**src/rtl/mcs_pkg.sv**
```systemverilog
`timescale 1ns / 1ps

package mcs_pkg;

	localparam int INTERVAL_W = 24;
	localparam int BPB_W      = 6;
	localparam int SUBDIV_W   = 5;
	localparam int BLOCK_W    = 14;
	localparam int KIND_W     = 2;
	localparam int TOTAL_W    = 64;
	localparam int BIT_IDX_W  = $clog2(TOTAL_W);
	localparam int CFG_IDX_W  = 2;
	localparam int CFG_DATA_W = 24;

	localparam logic [CFG_IDX_W-1:0] REG_BEAT_INTERVAL = 2'd0;
	localparam logic [CFG_IDX_W-1:0] REG_SUB_INTERVAL  = 2'd1;
	localparam logic [CFG_IDX_W-1:0] REG_BEATS_PER_BAR = 2'd2;
	localparam logic [CFG_IDX_W-1:0] REG_SUBDIVISIONS  = 2'd3;

	localparam logic [INTERVAL_W-1:0] RST_BEAT_INTERVAL = 24'd22050;
	localparam logic [INTERVAL_W-1:0] RST_SUB_INTERVAL  = 24'd22050;
	localparam logic [BPB_W-1:0]      RST_BEATS_PER_BAR = 6'd4;
	localparam logic [SUBDIV_W-1:0]   RST_SUBDIVISIONS  = 5'd1;

	localparam logic [KIND_W-1:0] KIND_NONE    = 2'd0;
	localparam logic [KIND_W-1:0] KIND_SUB     = 2'd1;
	localparam logic [KIND_W-1:0] KIND_REGULAR = 2'd2;
	localparam logic [KIND_W-1:0] KIND_ACCENT  = 2'd3;

	localparam logic OP_ADVANCE = 1'b0;
	localparam logic OP_RESTART = 1'b1;

	typedef struct packed {
		logic load;
		logic step;
		logic commit;
	} mcs_cmd_t;

	typedef struct packed {
		logic restart;
		logic div_last;
	} mcs_sts_t;

endpackage

```
**src/rtl/mcs_if.sv**
```systemverilog
`timescale 1ns / 1ps

interface mcs_item_if import mcs_pkg::*; ();
	logic               valid;
	logic               ready;
	logic               operation;
	logic [BLOCK_W-1:0] block_size;

	modport source (output valid, output operation, output block_size, input ready);
	modport sink (input valid, input operation, input block_size, output ready);
endinterface

interface mcs_result_if import mcs_pkg::*; ();
	logic               valid;
	logic               ready;
	logic [KIND_W-1:0]  click_kind;
	logic [BLOCK_W-1:0] click_offset;
	logic [BPB_W-1:0]   beat_in_bar;

	modport source (output valid, output click_kind, output click_offset,
		output beat_in_bar, input ready);
	modport sink (input valid, input click_kind, input click_offset,
		input beat_in_bar, output ready);
endinterface

interface mcs_cfg_if import mcs_pkg::*; ();
	logic                  valid;
	logic                  ready;
	logic [CFG_IDX_W-1:0]  index;
	logic [CFG_DATA_W-1:0] data;

	modport source (output valid, output index, output data, input ready);
	modport sink (input valid, input index, input data, output ready);
endinterface

```
**src/rtl/mcs_ctrl.sv**
```systemverilog
`timescale 1ns / 1ps

module mcs_ctrl
	import mcs_pkg::*;
(
	input  logic     clk,
	input  logic     arst_n,
	input  logic     in_valid,
	output logic     in_ready,
	output logic     out_valid,
	input  logic     out_ready,
	input  mcs_sts_t sts,
	output mcs_cmd_t cmd
);

	localparam logic [1:0] ST_IDLE = 2'd0;
	localparam logic [1:0] ST_DIV  = 2'd1;
	localparam logic [1:0] ST_FIN  = 2'd2;

	logic [1:0] state_q;
	logic [1:0] state_d;
	logic       out_valid_q;
	logic       slot_free;

	assign slot_free  = !out_valid_q || out_ready;
	assign in_ready   = (state_q == ST_IDLE);
	assign out_valid  = out_valid_q;
	assign cmd.load   = in_ready && in_valid;
	assign cmd.step   = (state_q == ST_DIV) && !sts.restart;
	assign cmd.commit = (state_q == ST_FIN) && slot_free;

	always_comb begin
		state_d = state_q;
		unique case (state_q)
			ST_IDLE: begin
				if (in_valid) state_d = ST_DIV;
			end
			ST_DIV: begin
				// restart skips the remainder pass
				if (sts.restart || sts.div_last) state_d = ST_FIN;
			end
			ST_FIN: begin
				if (slot_free) state_d = ST_IDLE;
			end
			default: state_d = ST_IDLE;
		endcase
	end

	always_ff @(posedge clk or negedge arst_n) begin
		if (!arst_n) begin
			state_q     <= ST_IDLE;
			out_valid_q <= 1'b0;
		end else begin
			state_q <= state_d;
			if (cmd.commit) out_valid_q <= 1'b1;
			else if (out_ready) out_valid_q <= 1'b0;
		end
	end

	a_commit_free: assert property (@(posedge clk) disable iff (!arst_n)
		cmd.commit |-> (!out_valid_q || out_ready))
		else $error("result committed over an untaken word");

	a_div_holds: assert property (@(posedge clk) disable iff (!arst_n)
		(state_q == ST_DIV && !sts.restart && !sts.div_last) |=> state_q == ST_DIV)
		else $error("remainder pass left early");

	a_valid_from_fin: assert property (@(posedge clk) disable iff (!arst_n)
		$rose(out_valid_q) |-> $past(state_q == ST_FIN))
		else $error("result word raised outside finish state");

endmodule

```
**src/rtl/mcs_dp.sv**
```systemverilog
`timescale 1ns / 1ps

module mcs_dp
	import mcs_pkg::*;
#(
	parameter int MAX_BLOCK = 8192
) (
	input  logic                  clk,
	input  logic                  arst_n,
	input  mcs_cmd_t              cmd,
	output mcs_sts_t              sts,
	input  logic                  operation,
	input  logic [BLOCK_W-1:0]    block_size,
	input  logic [INTERVAL_W-1:0] beat_interval,
	input  logic [INTERVAL_W-1:0] sub_interval,
	input  logic [BPB_W-1:0]      beats_per_bar,
	input  logic [SUBDIV_W-1:0]   subdivisions,
	output logic [KIND_W-1:0]     click_kind,
	output logic [BLOCK_W-1:0]    click_offset,
	output logic [BPB_W-1:0]      beat_in_bar
);

	localparam logic [16:0] BLK_LIMIT = 17'(MAX_BLOCK);

	logic [TOTAL_W-1:0]    total_q;
	logic [BPB_W-1:0]      beat_q;
	logic [SUBDIV_W-1:0]   sub_q;
	logic                  op_q;
	logic [BLOCK_W-1:0]    blk_q;
	logic [BIT_IDX_W-1:0]  cnt_q;
	logic [INTERVAL_W-1:0] rem_b_q;
	logic [INTERVAL_W-1:0] rem_s_q;
	logic [KIND_W-1:0]     kind_q;
	logic [BLOCK_W-1:0]    offset_q;
	logic [BPB_W-1:0]      bib_q;

	logic [BLOCK_W-1:0]    blk_sat;
	logic [INTERVAL_W-1:0] bi;
	logic [INTERVAL_W-1:0] si;
	logic                  nbit;
	logic [INTERVAL_W:0]   sh_b;
	logic [INTERVAL_W:0]   sh_s;
	logic [INTERVAL_W-1:0] rem_b_d;
	logic [INTERVAL_W-1:0] rem_s_d;
	logic [SUBDIV_W-1:0]   sub_c;
	logic                  sub_hit;
	logic                  beat_hit;
	logic [INTERVAL_W-1:0] off_b;
	logic [INTERVAL_W-1:0] off_s;
	logic [KIND_W-1:0]     kind_d;
	logic [BLOCK_W-1:0]    offset_d;
	logic [BPB_W-1:0]      beat_d;
	logic [SUBDIV_W-1:0]   sub_d;

	assign blk_sat = ({3'b000, block_size} > BLK_LIMIT) ? BLK_LIMIT[BLOCK_W-1:0] : block_size;
	assign bi = (beat_interval == '0) ? INTERVAL_W'(1) : beat_interval;
	assign si = (sub_interval == '0) ? INTERVAL_W'(1) : sub_interval;

	// restoring remainder step, one total bit per cycle, msb first
	assign nbit    = total_q[cnt_q];
	assign sh_b    = {rem_b_q, nbit};
	assign sh_s    = {rem_s_q, nbit};
	assign rem_b_d = (sh_b >= {1'b0, bi}) ? INTERVAL_W'(sh_b - {1'b0, bi}) : sh_b[INTERVAL_W-1:0];
	assign rem_s_d = (sh_s >= {1'b0, si}) ? INTERVAL_W'(sh_s - {1'b0, si}) : sh_s[INTERVAL_W-1:0];

	assign sts.restart  = op_q;
	assign sts.div_last = (cnt_q == '0);

	assign sub_c    = (sub_q > subdivisions) ? subdivisions : sub_q;
	assign sub_hit  = (subdivisions > SUBDIV_W'(1))
		&& (({1'b0, rem_s_q} + (INTERVAL_W + 1)'(blk_q)) >= {1'b0, si})
		&& (sub_c != subdivisions);
	assign beat_hit = ({1'b0, rem_b_q} + (INTERVAL_W + 1)'(blk_q)) >= {1'b0, bi};
	assign off_b    = bi - rem_b_q;
	assign off_s    = si - rem_s_q;

	always_comb begin
		kind_d   = KIND_NONE;
		offset_d = '0;
		beat_d   = beat_q;
		sub_d    = sub_c;
		priority if (op_q == OP_RESTART) begin
			beat_d = beats_per_bar;
			sub_d  = subdivisions;
		end else if (sub_hit) begin
			kind_d   = KIND_SUB;
			offset_d = off_s[BLOCK_W-1:0];
			sub_d    = sub_c + SUBDIV_W'(1);
		end else if (beat_hit) begin
			offset_d = off_b[BLOCK_W-1:0];
			sub_d    = SUBDIV_W'(1);
			if (beat_q >= beats_per_bar) begin
				kind_d = KIND_ACCENT;
				beat_d = BPB_W'(1);
			end else begin
				kind_d = KIND_REGULAR;
				beat_d = beat_q + BPB_W'(1);
			end
		end else begin
			kind_d = KIND_NONE;
		end
	end

	always_ff @(posedge clk or negedge arst_n) begin
		if (!arst_n) begin
			total_q <= '0;
			beat_q  <= RST_BEATS_PER_BAR;
			sub_q   <= RST_SUBDIVISIONS;
			op_q    <= OP_ADVANCE;
			cnt_q   <= '0;
		end else begin
			if (cmd.load) begin
				op_q  <= operation;
				cnt_q <= '1;
				if (operation == OP_RESTART) total_q <= '0;
				else total_q <= total_q + TOTAL_W'(blk_sat);
			end else if (cmd.step) begin
				cnt_q <= cnt_q - BIT_IDX_W'(1);
			end
			if (cmd.commit) begin
				beat_q <= beat_d;
				sub_q  <= sub_d;
			end
		end
	end

	always_ff @(posedge clk) begin
		if (cmd.load) begin
			blk_q   <= blk_sat;
			rem_b_q <= '0;
			rem_s_q <= '0;
		end else if (cmd.step) begin
			rem_b_q <= rem_b_d;
			rem_s_q <= rem_s_d;
		end
		if (cmd.commit) begin
			kind_q   <= kind_d;
			offset_q <= offset_d;
			bib_q    <= beat_d;
		end
	end

	assign click_kind   = kind_q;
	assign click_offset = offset_q;
	assign beat_in_bar  = bib_q;

endmodule

```
**src/rtl/metronome_click_scheduler_core.sv**
```systemverilog
`timescale 1ns / 1ps
// metronome click scheduler: one result word per input word
// item_ch carries an operation (advance by block_size samples, capped at MAX_BLOCK, or restart) and
// a block size; result_ch returns the click kind, its offset in the block and
// the beat counter after the step. cfg_ch writes beat_interval, sub_interval,
// beats_per_bar and subdivisions by index 0..3 and is always ready; write it
// only while no word is in flight.
// an advance word is accepted in the load edge; in the remainder pass two
// restoring remainder units shift the 64-bit sample total in one bit per cycle
// (one for the beat interval, one for the subdivision interval), and a finish
// step then decides the click. a restart word skips the remainder pass before
// the finish step. one word is worked at a time: a new input word is accepted
// only after the finish step of the last one.
// the result sits in an output register; a new input word is accepted while it
// waits, and a stalled receiver holds the finish step until the word is taken.
// reset clears the sample total, sets the beat and subdivision counters to the
// reset values of beats_per_bar and subdivisions and loads the config registers
// with their reset values; the block, remainder and result registers have no reset.
module metronome_click_scheduler_core
	import mcs_pkg::*;
#(
	parameter int MAX_BLOCK = 8192
) (
	input logic            clk,
	input logic            arst_n,
	mcs_item_if.sink       item_ch,
	mcs_result_if.source   result_ch,
	mcs_cfg_if.sink        cfg_ch
);

	logic [INTERVAL_W-1:0] beat_interval_q;
	logic [INTERVAL_W-1:0] sub_interval_q;
	logic [BPB_W-1:0]      beats_per_bar_q;
	logic [SUBDIV_W-1:0]   subdivisions_q;
	mcs_cmd_t              cmd;
	mcs_sts_t              sts;

	assign cfg_ch.ready = 1'b1;

	always_ff @(posedge clk or negedge arst_n) begin
		if (!arst_n) begin
			beat_interval_q <= RST_BEAT_INTERVAL;
			sub_interval_q  <= RST_SUB_INTERVAL;
			beats_per_bar_q <= RST_BEATS_PER_BAR;
			subdivisions_q  <= RST_SUBDIVISIONS;
		end else if (cfg_ch.valid) begin
			unique case (cfg_ch.index)
				REG_BEAT_INTERVAL: beat_interval_q <= cfg_ch.data[INTERVAL_W-1:0];
				REG_SUB_INTERVAL:  sub_interval_q  <= cfg_ch.data[INTERVAL_W-1:0];
				REG_BEATS_PER_BAR: beats_per_bar_q <= cfg_ch.data[BPB_W-1:0];
				REG_SUBDIVISIONS:  subdivisions_q  <= cfg_ch.data[SUBDIV_W-1:0];
				default: ;
			endcase
		end
	end

	mcs_ctrl u_ctrl (
		.clk       (clk),
		.arst_n    (arst_n),
		.in_valid  (item_ch.valid),
		.in_ready  (item_ch.ready),
		.out_valid (result_ch.valid),
		.out_ready (result_ch.ready),
		.sts       (sts),
		.cmd       (cmd)
	);

	mcs_dp #(
		.MAX_BLOCK (MAX_BLOCK)
	) u_dp (
		.clk           (clk),
		.arst_n        (arst_n),
		.cmd           (cmd),
		.sts           (sts),
		.operation     (item_ch.operation),
		.block_size    (item_ch.block_size),
		.beat_interval (beat_interval_q),
		.sub_interval  (sub_interval_q),
		.beats_per_bar (beats_per_bar_q),
		.subdivisions  (subdivisions_q),
		.click_kind    (result_ch.click_kind),
		.click_offset  (result_ch.click_offset),
		.beat_in_bar   (result_ch.beat_in_bar)
	);

endmodule
```
**src/flat_wrapper.sv**
```systemverilog
// flat-port wrapper written by rule: the top's interface ports become plain ports
module metronome_click_scheduler_core_flat import mcs_pkg::*;
#(
	parameter int MAX_BLOCK = 8192
)
  (clk, arst_n, item_ch_valid, item_ch_operation, item_ch_block_size, item_ch_ready, result_ch_valid, result_ch_click_kind, result_ch_click_offset, result_ch_beat_in_bar, result_ch_ready, cfg_ch_valid, cfg_ch_index, cfg_ch_data, cfg_ch_ready);
  mcs_item_if item_ch_i ();
  mcs_result_if result_ch_i ();
  mcs_cfg_if cfg_ch_i ();
  input logic clk;
  input logic arst_n;
  input wire logic [$bits(item_ch_i.valid)-1:0] item_ch_valid;
  input wire logic [$bits(item_ch_i.operation)-1:0] item_ch_operation;
  input wire logic [$bits(item_ch_i.block_size)-1:0] item_ch_block_size;
  output wire logic [$bits(item_ch_i.ready)-1:0] item_ch_ready;
  output wire logic [$bits(result_ch_i.valid)-1:0] result_ch_valid;
  output wire logic [$bits(result_ch_i.click_kind)-1:0] result_ch_click_kind;
  output wire logic [$bits(result_ch_i.click_offset)-1:0] result_ch_click_offset;
  output wire logic [$bits(result_ch_i.beat_in_bar)-1:0] result_ch_beat_in_bar;
  input wire logic [$bits(result_ch_i.ready)-1:0] result_ch_ready;
  input wire logic [$bits(cfg_ch_i.valid)-1:0] cfg_ch_valid;
  input wire logic [$bits(cfg_ch_i.index)-1:0] cfg_ch_index;
  input wire logic [$bits(cfg_ch_i.data)-1:0] cfg_ch_data;
  output wire logic [$bits(cfg_ch_i.ready)-1:0] cfg_ch_ready;
  assign item_ch_i.valid = item_ch_valid;
  assign item_ch_i.operation = item_ch_operation;
  assign item_ch_i.block_size = item_ch_block_size;
  assign item_ch_ready = item_ch_i.ready;
  assign result_ch_valid = result_ch_i.valid;
  assign result_ch_click_kind = result_ch_i.click_kind;
  assign result_ch_click_offset = result_ch_i.click_offset;
  assign result_ch_beat_in_bar = result_ch_i.beat_in_bar;
  assign result_ch_i.ready = result_ch_ready;
  assign cfg_ch_i.valid = cfg_ch_valid;
  assign cfg_ch_i.index = cfg_ch_index;
  assign cfg_ch_i.data = cfg_ch_data;
  assign cfg_ch_ready = cfg_ch_i.ready;
  metronome_click_scheduler_core #(.MAX_BLOCK(MAX_BLOCK)) u_core (.clk(clk), .arst_n(arst_n), .item_ch(item_ch_i), .result_ch(result_ch_i), .cfg_ch(cfg_ch_i));
endmodule
```
**config.mk**
```make
export PLATFORM = sky130hd
export DESIGN_NAME = metronome_click_scheduler_core_flat
export DESIGN_NICKNAME = d
export VERILOG_FILES = /design/src/rtl/mcs_pkg.sv /design/src/rtl/mcs_if.sv /design/src/rtl/mcs_ctrl.sv /design/src/rtl/mcs_dp.sv /design/src/rtl/metronome_click_scheduler_core.sv /design/src/flat_wrapper.sv
export SDC_FILE = /design/constraint.sdc
export NUM_CORES = 1
export LEC_CHECK = 0
export BUFFER_PORTS_ARGS = -buffer_cell sky130_fd_sc_hd__buf_2
export CAP_MARGIN = 20
export CORE_AREA = 2 2 191 193
export CTS_CLUSTER_DIAMETER = 30
export DETAILED_ROUTE_END_ITERATION = 12
export DIE_AREA = 0 0 193 195
export PLACE_DENSITY = 0.72
export SYNTH_ARGS = -nofsm -noshare
export SYNTH_HDL_FRONTEND = slang
export SYNTH_SLANG_ARGS = --single-unit
```
**constraint.sdc**
```tcl
create_clock -name clk -period 5.4 [get_ports clk]
set_input_delay 0.27 -clock clk [delete_from_list [all_inputs] [get_ports clk]]
set_output_delay 0.27 -clock clk [all_outputs]
set_load 0.02 [all_outputs]
```
==> results.tsv <==
metric	value	unit
status	finished, final reports clean	
coreArea	0.03540	sq mm
hold_path.class	primary input to register	
required	5.71	ns
finalInstanceArea	0.02057	sq mm
synthAdderAreaFrac	13.57	%
leakage	9.214	nW
end_kind	register	
final_cell_mix	179 x ha_1, 174 x nand2_1, 166 x nor2_1	
drc	0	
antenna_found_initial	0	
wirelength	49480	um
drv_cap	0	
async_flop_share	63.16	%
crit_type	register to register	
arrival	5.41	ns
die-height	195	um
rows	69	
grt_max_degree	85	
cts.sinks	228	
max_clock_freq	196.1	MHz
critPathLaunchType	register	
cts_tree	yes	
dominantRegCellSynth	dfrtp_1	
synthSimpleGateAreaFrac	17.11	%
drt_iter0_drc	1041	
tightest_slew	1.005	ns
worstPathBufferInverterCount	0	
tns	0	ns
htreeDepth	2	
placed_area	0.01841	sq mm
final_antenna_net_count	0	
synth_top_family_by_area	compound AO/OA/AOI/OAI gates	
yosys.area_share.xor_xnor	8.493	%
drtPass1Iterations	5	
fin_crit_sh	94.46	%
pin_count	71	
crit_family	compound AO/OA/AOI/OAI gates	
syn_area	0.01753	sq mm
area_growth	17.33	%
start_util	49.53	%
grt_pass1_wl	78740	um
drv_slew	0	
synth_seq_cells	228	
cts_setup_buffers	0	
p_per_area	591.5	mW/mm^2
max-vdd-ir-drop	0.0005083	V
nFillCells	3045	
finalHoldViolCount	0	
hpwl	36450	um
period_needed	5.101	ns
fin_skew	0.02429	ns
syn_nets	2218	
netlist_instances	1986	
max_stage_delay	0.46	ns
grtUsageTotal	26.53	%
grt_pass1_vias	14995	
cpMaxStageDelayCell	edfxtp_1	
synth-compound-area-share	17.74	%
p_total	0.01217	W
cpMostUsedCell	a21oi_1	
drt-wirelength-per-cell	19.10	um
overflow	0	
antenna_cells	0	
ys_warn_count	0	
die_area	0.03764	sq mm
ys_seq_area_share	32.32	%
cts_made_buffers	54	
slew_headroom	32.57	%
path_clk_slew	0.05	ns
num_vias	15217	
dieWidth	193	um
synth_edf_count	36	
ctsLongestPathBuffers	3	
port_buffers	69	
layout_commonest_cell	ha_1	
root_buffer	clkbuf_16	
clk_latency	0.58	ns
syn_area_per_cell	8.828	sq um
synthMuxAreaShare	5.995	%
path_cells	ha_1 -> a21o_1 -> a21oi_1 -> o21bai_1 -> a21oi_1 -> o21bai_1 -> a22oi_2 -> a2111oi_2 -> o211ai_1 -> nor2_1 -> xnor2_1 -> ha_1 -> and3_1 -> a221oi_1 -> o21ai_1 -> a2111oi_2 -> a221o_1 -> o31a_4 -> or2_4 -> nor2_4 -> a221oi_1 -> a21oi_1	
nets	2316	
crit_fanout	9	
synth_cell_types	86	
viasPerCell	5.873	
setup_viol	0	
drive_gt1_share	15.16	%
place_congestion	0.9509	
==> cell families (layout without fill, tap and decap cells) <==
kind of cell	after synthesis	in the layout
XOR/XNOR	170	170
AND/OR/NAND/NOR	622	622
buffers and inverters	217	361
multiplexers	75	75
other	1	1
flip-flops	228	228
adder cells (fa/ha/maj)	186	186
AO/OA/AOI/OAI	487	487
==> repair_timing <==
item,CTS,global route
setup endpoints to repair,0,33
hold buffers,25,0
endpoints found under the hold margin,110,0
resized for setup,0,17
==> area by class of cell <==
class | count | area (sq um) | area share [%]
sequential | 228 | 5667 | 27.55
multi-input combinational | 1541 | 11130 | 54.12
clock inverter | 35 | 357.8 | 1.740
inverter | 134 | 503.0 | 2.445
tap | 461 | 576.8 | 2.804
clock buffer | 67 | 1481 | 7.202
timing repair buffer | 125 | 850.8 | 4.136
==> power breakdown <==
part | internal (W) | switching (W) | total [W]
Combinational | 0.00259 | 0.00360 | 0.00619
Sequential | 0.00221 | 0.000542 | 0.00275
Clock | 0.00215 | 0.00107 | 0.00322
Total | 0.00695 | 0.00522 | 0.0122
==> worst reg2reg max path, cell delays in order, from the launching register on <==
cell,delay (ns)
edfxtp_1,0.46
ha_1,0.32
a21o_1,0.17
a21oi_1,0.21
o21bai_1,0.08
a21oi_1,0.22
o21bai_1,0.12
a22oi_2,0.27
a2111oi_2,0.14
o211ai_1,0.32
nor2_1,0.11
xnor2_1,0.14
ha_1,0.31
and3_1,0.19
a221oi_1,0.25
o21ai_1,0.16
a2111oi_2,0.27
a221o_1,0.21
o31a_4,0.24
or2_4,0.20
nor2_4,0.06
a221oi_1,0.30
a21oi_1,0.08
==> final timing paths <==
| check | startpoint | end | slack, ns | cells after the start |
|---|---|---|---|---|
| worst max-delay path | u_core.u_dp.blk_q[1] | u_core.u_dp.beat_in_bar[2] | 0.30 | 22 |
| worst min register to register | u_core.u_dp.rem_b_q[23] | u_core.u_dp.rem_b_q[23] | 0.48 | 2 |
| max in group asynchronous | arst_n | u_core.u_dp.cnt_q[1] | 3.71 | 3 |
| min in group asynchronous | arst_n | u_core.sub_interval_q[11] | 0.34 | 2 |
| worst min-delay path | cfg_ch_data[3] | u_core.beat_interval_q[3] | 0.04 | 3 |
| worst max register to register | u_core.u_dp.blk_q[1] | u_core.u_dp.beat_in_bar[2] | 0.30 | 22 |
==> flip-flops by register name (all words and copies together) (netlist names) <==
signal                    flops
u_core.u_ctrl.out_valid       1
u_core.sub_interval_q        24
u_core.u_dp.rem_s_q          24
u_core.u_dp.beat_in_bar       6
u_core.u_ctrl.state_q         2
u_core.u_dp.blk_q            14
u_core.u_dp.op_q              1
u_core.u_dp.total_q          64
u_core.subdivisions_q         5
u_core.u_dp.click_kind        2
u_core.u_dp.cnt_q             6
u_core.u_dp.sub_q             5
u_core.u_dp.rem_b_q          24
u_core.beat_interval_q       24
u_core.beats_per_bar_q        6
u_core.u_dp.beat_q            6
u_core.u_dp.click_offset     14
==> cells in the mapped netlist (27+ instances only) <==
master,n,area [sq um]
edfxtp_1,36,1081
nor2_1,167,626.9
o21ai_0,135,675.7
nand3_1,61,305.3
mux2_2,40,450.4
ha_1,179,2240
a21o_1,47,352.8
nor3_1,31,155.2
nor4_1,27,168.9
a21oi_1,137,685.7
dfrtp_1,128,3203
nor2b_1,33,206.5
clkbuf_1,71,266.5
xor2_1,71,621.9
inv_1,133,499.2
nand2_1,175,656.9
xnor2_1,99,867.1
dfxtp_1,48,960.9
==> metal layers <==
metal | GRT usage [%] | share of wire [%] | wire [um]
met1 | 34.01 | 43 | 21120
met2 | 43.04 | 46 | 22870
met3 | 4.817 | 6.1 | 3038
met4 | 12.85 | 5.0 | 2451
met5 | 0 | 0 | 0
==> through the flow <==
step | instances | hold WS (ns) | util (%) | worst slack (ns)
finish | 2591 | 0.04486 | 58.11 | 0.2994
global route | 2591 | 0.04645 | 58.11 | -0.03800
CTS | 2591 | 0.01371 | 57.90 | 0.03763
detailed placement | 2464 | 0.4085 | 52.00 | 0.02919
global placement | 2464 | 0.3949 | 52.00 | 0.1735
floorplan | 1986 | -0.02559 | - | 0.7508
(Power assumes the default switching activity.)
